`src/rtl/mrsp_pkg.sv`:
```
`timescale 1ns / 1ps
`default_nettype none
// ----------------------------------------------------------------------------
// mrsp_pkg
// Shared types and constants of the MIDI running-status parser.
// ----------------------------------------------------------------------------
package mrsp_pkg;

  // Event kinds on the result channel
  typedef enum logic [3:0] {
    KIND_NOTEOFF   = 4'd0,
    KIND_NOTEON    = 4'd1,
    KIND_KEYPRESS  = 4'd2,
    KIND_CONTROL   = 4'd3,
    KIND_PROGRAM   = 4'd4,
    KIND_CHANPRESS = 4'd5,
    KIND_PITCHBEND = 4'd6,
    KIND_SENSE     = 4'd7,
    KIND_ERROR     = 4'd8
  } kind_t;

  // Message progress: boundary, status taken, first data byte held
  typedef enum logic [1:0] {
    DS_IDLE   = 2'd0,
    DS_STATUS = 2'd1,
    DS_HELD   = 2'd2
  } data_seen_t;

  localparam logic [7:0]  STATUS_NONE  = 8'h00;
  localparam logic [7:0]  STATUS_SENSE = 8'hFE;
  localparam logic [3:0]  HI_SYSTEM    = 4'hF;
  localparam logic [3:0]  HI_PROGRAM   = 4'hC;
  localparam logic [3:0]  HI_CHANPRESS = 4'hD;
  localparam logic [3:0]  HI_BEND      = 4'hE;
  localparam logic [15:0] BEND_CENTER  = 16'd8192;

  // One input request
  typedef struct packed {
    logic [7:0] data_byte;
    logic       packet_start;
    logic [7:0] port;
  } in_item_t;

  // One result request
  typedef struct packed {
    kind_t              event_kind;
    logic [3:0]         channel;
    logic [7:0]         first_value;
    logic [7:0]         second_value;
    logic signed [15:0] bend_value;
    logic [7:0]         source_port;
  } result_t;

endpackage
`default_nettype wire

```
`src/rtl/mrsp_in_reg.sv`:
```
`timescale 1ns / 1ps
`default_nettype none
// ----------------------------------------------------------------------------
// mrsp_in_reg
// Input register: captures one request and holds it until the core steps.
// ----------------------------------------------------------------------------
module mrsp_in_reg
  import mrsp_pkg::*;
(
  input  wire logic       clk,
  input  wire logic       rst_n,
  input  wire logic       in_valid,
  output logic            in_ready,
  input  wire logic [7:0] in_data_byte,
  input  wire logic       in_packet_start,
  input  wire logic [7:0] in_port,
  input  wire logic       advance,
  output logic            item_valid,
  output in_item_t        item
);

  logic     valid_r, valid_nxt;
  in_item_t item_r;
  logic     take;

  // Free slot, or the held request leaves this cycle
  assign in_ready = !valid_r || advance;
  assign take     = in_valid && in_ready;

  always_comb begin
    valid_nxt = valid_r;
    if (take) begin
      valid_nxt = 1'b1;
    end else if (advance) begin
      valid_nxt = 1'b0;
    end
  end

  always_ff @(posedge clk) begin
    if (!rst_n) begin
      valid_r <= 1'b0;
    end else begin
      valid_r <= valid_nxt;
    end
  end

  // Payload, no reset
  always_ff @(posedge clk) begin
    if (take) begin
      item_r <= '{data_byte: in_data_byte, packet_start: in_packet_start, port: in_port};
    end
  end

  assign item_valid = valid_r;
  assign item       = item_r;

endmodule
`default_nettype wire

```
`src/rtl/mrsp_core.sv`:
```
`timescale 1ns / 1ps
`default_nettype none
// ----------------------------------------------------------------------------
// mrsp_core
// Running-status state and single-pass decode of one byte per step.
// ----------------------------------------------------------------------------
module mrsp_core
  import mrsp_pkg::*;
(
  input  wire logic     clk,
  input  wire logic     rst_n,
  input  wire logic     step_en,
  input  wire in_item_t item,
  output logic          res_valid,
  output result_t       res
);

  logic [7:0] rs_r, rs_nxt;
  data_seen_t ds_r, ds_nxt;
  logic [7:0] held_r, held_nxt;
  logic       disc_r, disc_nxt;

  logic [7:0] rs_v;
  data_seen_t ds_v;
  logic       disc_v;
  logic [7:0] byte_in;

  function automatic logic is_channel(input logic [7:0] s);
    return s[7] && (s[7:4] != HI_SYSTEM);
  endfunction

  function automatic logic needs_two(input logic [7:0] s);
    return (s[7:4] != HI_PROGRAM) && (s[7:4] != HI_CHANPRESS);
  endfunction

  // Complete a channel message under status s
  function automatic result_t finish(input logic [7:0] s, input logic [7:0] a,
                                     input logic [7:0] b, input logic [7:0] p);
    result_t r;
    r.event_kind   = kind_t'({1'b0, s[6:4]});
    r.channel      = s[3:0];
    r.source_port  = p;
    if (s[7:4] == HI_BEND) begin
      r.first_value  = '0;
      r.second_value = '0;
      r.bend_value   = $signed({1'b0, b, 7'b0} + {8'b0, a} - BEND_CENTER);
    end else begin
      r.first_value  = a;
      r.second_value = b;
      r.bend_value   = '0;
    end
    return r;
  endfunction

  assign byte_in = item.data_byte;

  // Packet start clears status, progress and discard before decode
  always_comb begin
    rs_v   = item.packet_start ? STATUS_NONE : rs_r;
    ds_v   = item.packet_start ? DS_IDLE : ds_r;
    disc_v = item.packet_start ? 1'b0 : disc_r;
  end

  // Decode
  always_comb begin
    rs_nxt    = rs_r;
    ds_nxt    = ds_r;
    held_nxt  = held_r;
    disc_nxt  = disc_r;
    res_valid = 1'b0;
    res       = '{event_kind: KIND_ERROR, channel: '0, first_value: '0,
                  second_value: '0, bend_value: '0, source_port: item.port};
    if (step_en) begin
      rs_nxt   = rs_v;
      ds_nxt   = ds_v;
      disc_nxt = disc_v;
      if (!disc_v) begin
        case (ds_v)
          DS_STATUS: begin
            if (needs_two(rs_v)) begin
              held_nxt = byte_in;
              ds_nxt   = DS_HELD;
            end else begin
              res       = finish(rs_v, byte_in, 8'h00, item.port);
              res_valid = 1'b1;
              ds_nxt    = DS_IDLE;
            end
          end
          DS_HELD: begin
            res       = finish(rs_v, held_r, byte_in, item.port);
            res_valid = 1'b1;
            ds_nxt    = DS_IDLE;
          end
          default: begin
            // Message boundary
            ds_nxt = DS_IDLE;
            if (byte_in[7]) begin
              rs_nxt = byte_in;
              if (byte_in == STATUS_SENSE) begin
                res.event_kind = KIND_SENSE;
                res_valid      = 1'b1;
              end else if (!is_channel(byte_in)) begin
                res_valid = 1'b1;
                disc_nxt  = 1'b1;
              end else begin
                ds_nxt = DS_STATUS;
              end
            end else if (!is_channel(rs_v)) begin
              // No usable running status
              res_valid = 1'b1;
              disc_nxt  = 1'b1;
            end else if (needs_two(rs_v)) begin
              held_nxt = byte_in;
              ds_nxt   = DS_HELD;
            end else begin
              res       = finish(rs_v, byte_in, 8'h00, item.port);
              res_valid = 1'b1;
            end
          end
        endcase
      end
    end
  end

  always_ff @(posedge clk) begin
    if (!rst_n) begin
      rs_r   <= STATUS_NONE;
      ds_r   <= DS_IDLE;
      held_r <= 8'h00;
      disc_r <= 1'b0;
    end else begin
      rs_r   <= rs_nxt;
      ds_r   <= ds_nxt;
      held_r <= held_nxt;
      disc_r <= disc_nxt;
    end
  end

  // While discarding within a packet, no byte yields a result
  a_discard_silent: assert property (@(posedge clk) disable iff (!rst_n)
    step_en && disc_r && !item.packet_start |-> !res_valid)
    else $error("result produced while discarding");

  // An error result always leaves the parser discarding
  a_error_discards: assert property (@(posedge clk) disable iff (!rst_n)
    step_en && res_valid && (res.event_kind == KIND_ERROR) |=> disc_r)
    else $error("error result without discard");

  // Mid-message means the running status is a channel status
  a_mid_channel: assert property (@(posedge clk) disable iff (!rst_n)
    (ds_r != DS_IDLE) |-> (rs_r[7] && (rs_r[7:4] != HI_SYSTEM)))
    else $error("mid-message under non-channel status");

  // Discarding never coexists with an open message
  a_disc_idle: assert property (@(posedge clk) disable iff (!rst_n)
    disc_r |-> (ds_r == DS_IDLE))
    else $error("discard with open message");

endmodule
`default_nettype wire

```
`src/rtl/mrsp_out_reg.sv`:
```
`timescale 1ns / 1ps
`default_nettype none
// ----------------------------------------------------------------------------
// mrsp_out_reg
// Result register: holds one decoded event until the consumer takes it.
// ----------------------------------------------------------------------------
module mrsp_out_reg
  import mrsp_pkg::*;
(
  input  wire logic    clk,
  input  wire logic    rst_n,
  input  wire logic    res_valid,
  input  wire result_t res,
  output logic         advance,
  output logic         out_valid,
  input  wire logic    out_ready,
  output result_t      out_res
);

  logic    valid_r, valid_nxt;
  result_t res_r;

  // Core may step when the slot is empty or being emptied
  assign advance = !valid_r || out_ready;

  always_comb begin
    valid_nxt = advance ? res_valid : valid_r;
  end

  always_ff @(posedge clk) begin
    if (!rst_n) begin
      valid_r <= 1'b0;
    end else begin
      valid_r <= valid_nxt;
    end
  end

  always_ff @(posedge clk) begin
    if (advance && res_valid) begin
      res_r <= res;
    end
  end

  assign out_valid = valid_r;
  assign out_res   = res_r;

endmodule
`default_nettype wire

```
`src/rtl/midi_running_status_parser_unit.sv`:
```
// Takes one MIDI byte per cycle unless stalled and returns at most one decoded
// event per byte: an input register feeds single-pass decode logic, which
// writes a result register once that is free, so a request can be accepted
// every cycle while the consumer keeps up. in_ready drops only while the
// result register holds an event that the consumer has not taken and the input
// register is also full. No clearing pass follows reset.
`timescale 1ns / 1ps
`default_nettype none
// ----------------------------------------------------------------------------
// midi_running_status_parser_unit
// Top level of the MIDI running-status parser.
// ----------------------------------------------------------------------------
module midi_running_status_parser_unit
  import mrsp_pkg::*;
(
  input  wire logic        clk,
  input  wire logic        rst_n,
  input  wire logic        in_valid,
  output logic             in_ready,
  input  wire logic [7:0]  in_data_byte,
  input  wire logic        in_packet_start,
  input  wire logic [7:0]  in_port,
  output logic             out_valid,
  input  wire logic        out_ready,
  output logic [3:0]       out_event_kind,
  output logic [3:0]       out_channel,
  output logic [7:0]       out_first_value,
  output logic [7:0]       out_second_value,
  output logic signed [15:0] out_bend_value,
  output logic [7:0]       out_source_port
);

  logic     advance;
  logic     item_valid;
  in_item_t item;
  logic     res_valid;
  result_t  res;
  result_t  out_res;

  mrsp_in_reg u_in_reg (
    .clk             (clk),
    .rst_n           (rst_n),
    .in_valid        (in_valid),
    .in_ready        (in_ready),
    .in_data_byte    (in_data_byte),
    .in_packet_start (in_packet_start),
    .in_port         (in_port),
    .advance         (advance),
    .item_valid      (item_valid),
    .item            (item)
  );

  mrsp_core u_core (
    .clk       (clk),
    .rst_n     (rst_n),
    .step_en   (item_valid && advance),
    .item      (item),
    .res_valid (res_valid),
    .res       (res)
  );

  mrsp_out_reg u_out_reg (
    .clk       (clk),
    .rst_n     (rst_n),
    .res_valid (res_valid),
    .res       (res),
    .advance   (advance),
    .out_valid (out_valid),
    .out_ready (out_ready),
    .out_res   (out_res)
  );

  assign out_event_kind   = 4'(out_res.event_kind);
  assign out_channel      = out_res.channel;
  assign out_first_value  = out_res.first_value;
  assign out_second_value = out_res.second_value;
  assign out_bend_value   = out_res.bend_value;
  assign out_source_port  = out_res.source_port;

endmodule
`default_nettype wire
```
`config.mk`:
```
export PLATFORM = sky130hd
export DESIGN_NAME = midi_running_status_parser_unit
export DESIGN_NICKNAME = d
export VERILOG_FILES = /design/src/rtl/mrsp_pkg.sv /design/src/rtl/mrsp_in_reg.sv /design/src/rtl/mrsp_core.sv /design/src/rtl/mrsp_out_reg.sv /design/src/rtl/midi_running_status_parser_unit.sv
export SDC_FILE = /design/constraint.sdc
export NUM_CORES = 1
export LEC_CHECK = 0
export ABC_AREA = 1
export BUFFER_PORTS_ARGS = -buffer_cell sky130_fd_sc_hd__buf_2
export CORE_AREA = 2 2 108 79
export DETAILED_ROUTE_END_ITERATION = 8
export DIE_AREA = 0 0 110 81
export PLACE_DENSITY_LB_ADDON = 0.08
export SLEW_MARGIN = 40
export SYNTH_ARGS = -nofsm -noshare
export SYNTH_HDL_FRONTEND = slang
export SYNTH_SLANG_ARGS = --single-unit
```
`constraint.sdc`:
```
create_clock -name clk -period 5.5 [get_ports clk]
set_input_delay 1.65 -clock clk [delete_from_list [all_inputs] [get_ports clk]]
set_output_delay 1.65 -clock clk [all_outputs]
set_load 0.1 [all_outputs]
```
==> flow_summary.ini <==
[drt]
ant_nets = 0
via_per_inst = 5.07
dr.first_iter.drc_count = 238
vias = 2698
drtPass1Iterations = 5
post-route-drc-count = 0
wire_per_inst_um = 14.6
routed_wl_mm = 7.77

[floorplan]
die_area_um2 = 8910
die_x_um = 110
start_util_pct = 45.6
io_pins = 71
die_h_um = 81
core_um2 = 8020
rows = 28

[pwr]
powerDensity_nw_per_um2 = 323
ir_worst_vdd_uv = 172
p_leak_uw = 0.00178

[sta]
final.setup.tns_ps = 0
rsz0062_at_grt = no
tightestPinTransition_ps = 724
maxSlewViolCount = 0
hold_viol_final = 0
period_needed_ps = 4060
setup_violations = 0
timing.slew.headroom_pct = 51.6
post-route-period-util_pct = 73.8
worst_clock_skew_ps = 7.85
max_freq_mhz = 246

[cts]
postCtsHoldBufs = 0
clock-sinks = 86
post_cts_resize_count = 0
cts_tree = built
cts_max_level = 3
insertion_delay_ps = 350
numCtsBuffers = 9
cts_buffer_depth = 2
root_buffer = clkbuf_8
cts_setup_buffers = 0
clk_pin_slew_worst_paths_ps = 90

[worst_setup_path]
worstPathArrival_ps = 2410
critical_path_class = input port to primary output
r2r_start = u_in_reg.item[8]
endpoint_kind = primary output
setup.worst_path.start = out_ready
start_kind = input port
cp.required_ps = 3850
cp_max_fo = 3

[run]
cap_violations = 0

[global_routing]
grt_max_degree = 27
grt_use_total_pct = 18.7
antenna_found_initial = 0
gr-total-overflow = 0
grt_pass1_vias = 2430
grt_pass1_wl_mm = 12.4

[yosys]
seq_area_frac_synth_pct = 64.9
ys_types = 31
postSynthCellCount = 348
yosysWarnings = 0
syn-num-nets = 373
synth.cell_area_um2 = 3660
ys_ff_latch = 86
synth_area_per_cell_um2 = 10.5

[place]
dp_hpwl_mm = 5.47
numPortBuffers = 70
gp_congestion = 0.920

[final_layout]
utilization_pct = 53.7
n_antenna_cell = 0
nets = 447
drive_above_1_share_pct = 24.8
areaGrowthSynthToFinish_pct = 17.8

[hold_path]
worstHoldPathType = flop to flop
hold_start = u_in_reg.item[1]

[run_status]
status = finished clean
sequential cells by signal, indices dropped and copies added (netlist names):
name	cells
u_in_reg.item_valid	1
u_core.rs_r	8
u_core.ds_r	2
u_out_reg.out_valid	1
u_core.disc_r	1
u_core.held_r	8
u_out_reg.out_res	48
u_in_reg.item	17
final timing paths:
kind	slack, ps	depth (start not counted)	to
worst max-delay path	1440	6	in_ready
worst min-delay path	430	0	u_out_reg.out_res[1]
worst max register to register	1940	8	u_out_reg.out_res[8]
worst min register to register	430	0	u_out_reg.out_res[1]
stage by stage:
stage	total power (uW)	hold WS, ps	setup slack, ps	area [um2]	cells
4_1_cts	1400	428	1440	4310	532
3_3_place_gp	957	402	1450	4110	516
2_1_floorplan	918	400	859	3660	348
6_report	1390	425	1440	4310	532
3_5_place_dp	958	410	1450	4110	516
5_1_grt	1440	431	1360	4310	532
synth_stat cells:
cell	number	area (um2)
nand3_1	14	70.1
o21ai_0	18	90.1
dfxtp_1	21	420
ha_1	4	50.1
a21oi_1	17	85.1
nand2_2	2	12.5
nand3_4	2	35.0
clkbuf_1	5	18.8
inv_1	28	105
nand4_1	1	6.26
nor2_4	2	22.5
nand2_1	76	285
nor3_1	8	40.0
clkinv_2	1	5.00
or2_0	1	6.26
nand2_4	1	11.3
nand4_4	1	21.3
o21ai_1	1	5.00
nor2_1	53	199
o21a_1	1	7.51
clkbuf_2	1	5.00
nand3b_1	1	7.51
nand3_2	2	20.0
nor3b_2	3	37.5
a21oi_4	1	16.3
a31oi_1	1	6.26
clkinv_1	1	3.75
edfxtp_1	65	1950
o211ai_1	10	75.1
buf_6	2	22.5
inv_2	4	15.0
metal layers:
metal | track usage (%) | wire length, um | vias to the layer above
met5 | 0 | 0 | -
met3 | 4.41 | 624 | 10
met4 | 5.06 | 97 | 0
li1 | - | - | 1325
met2 | 25.8 | 3160 | 132
met1 | 29.2 | 3890 | 1231
layout make-up:
class	instances	area, um2
clock buffer	11	141
inverter	34	129
multi-input combinational	220	1120
timing repair buffer	71	358
clock inverter	5	58.8
tap	105	131
fill	717	3710
sequential	86	2370
worst max-delay path: stages:
cell and delay [ps]:
buf_2 70, inv_1 30, nand2_1 70, inv_1 60, nand2_1 90, buf_2 430
where the power goes:
group	leakage (uW)	internal [uW]	switching, uW	total, uW
Sequential	0.000782	726	19.1	745
Clock	0.0000955	222	223	446
Combinational	0.000904	33.3	166	199
placed cells by master, fill, tap and decap left out, types with 2 or more instances in the layout:
cell type	n
o211ai_1	10
nor2_1	52
nand3_4	2
dfxtp_1	21
clkinvlp_4	2
nand2_1	76
nand3_2	2
nand3_1	14
inv_1	28
nor3_1	8
nor3b_2	3
clkinv_2	2
nor2_4	3
edfxtp_1	65
buf_2	70
inv_2	4
ha_1	4
o21ai_0	18
clkbuf_8	10
a21oi_1	17
nand2_2	2
kinds of logic (layout without fill, tap and decap cells):
kind of cell	count (synthesis)	after routing	synth area share, %
simple gates	167	167	21.2
flops	86	86	64.9
compound gates	49	49	7.80
fa+ha+maj	4	4	1.37
buf+inv	42	121	4.79
Power figures use the tool's default switching activity.
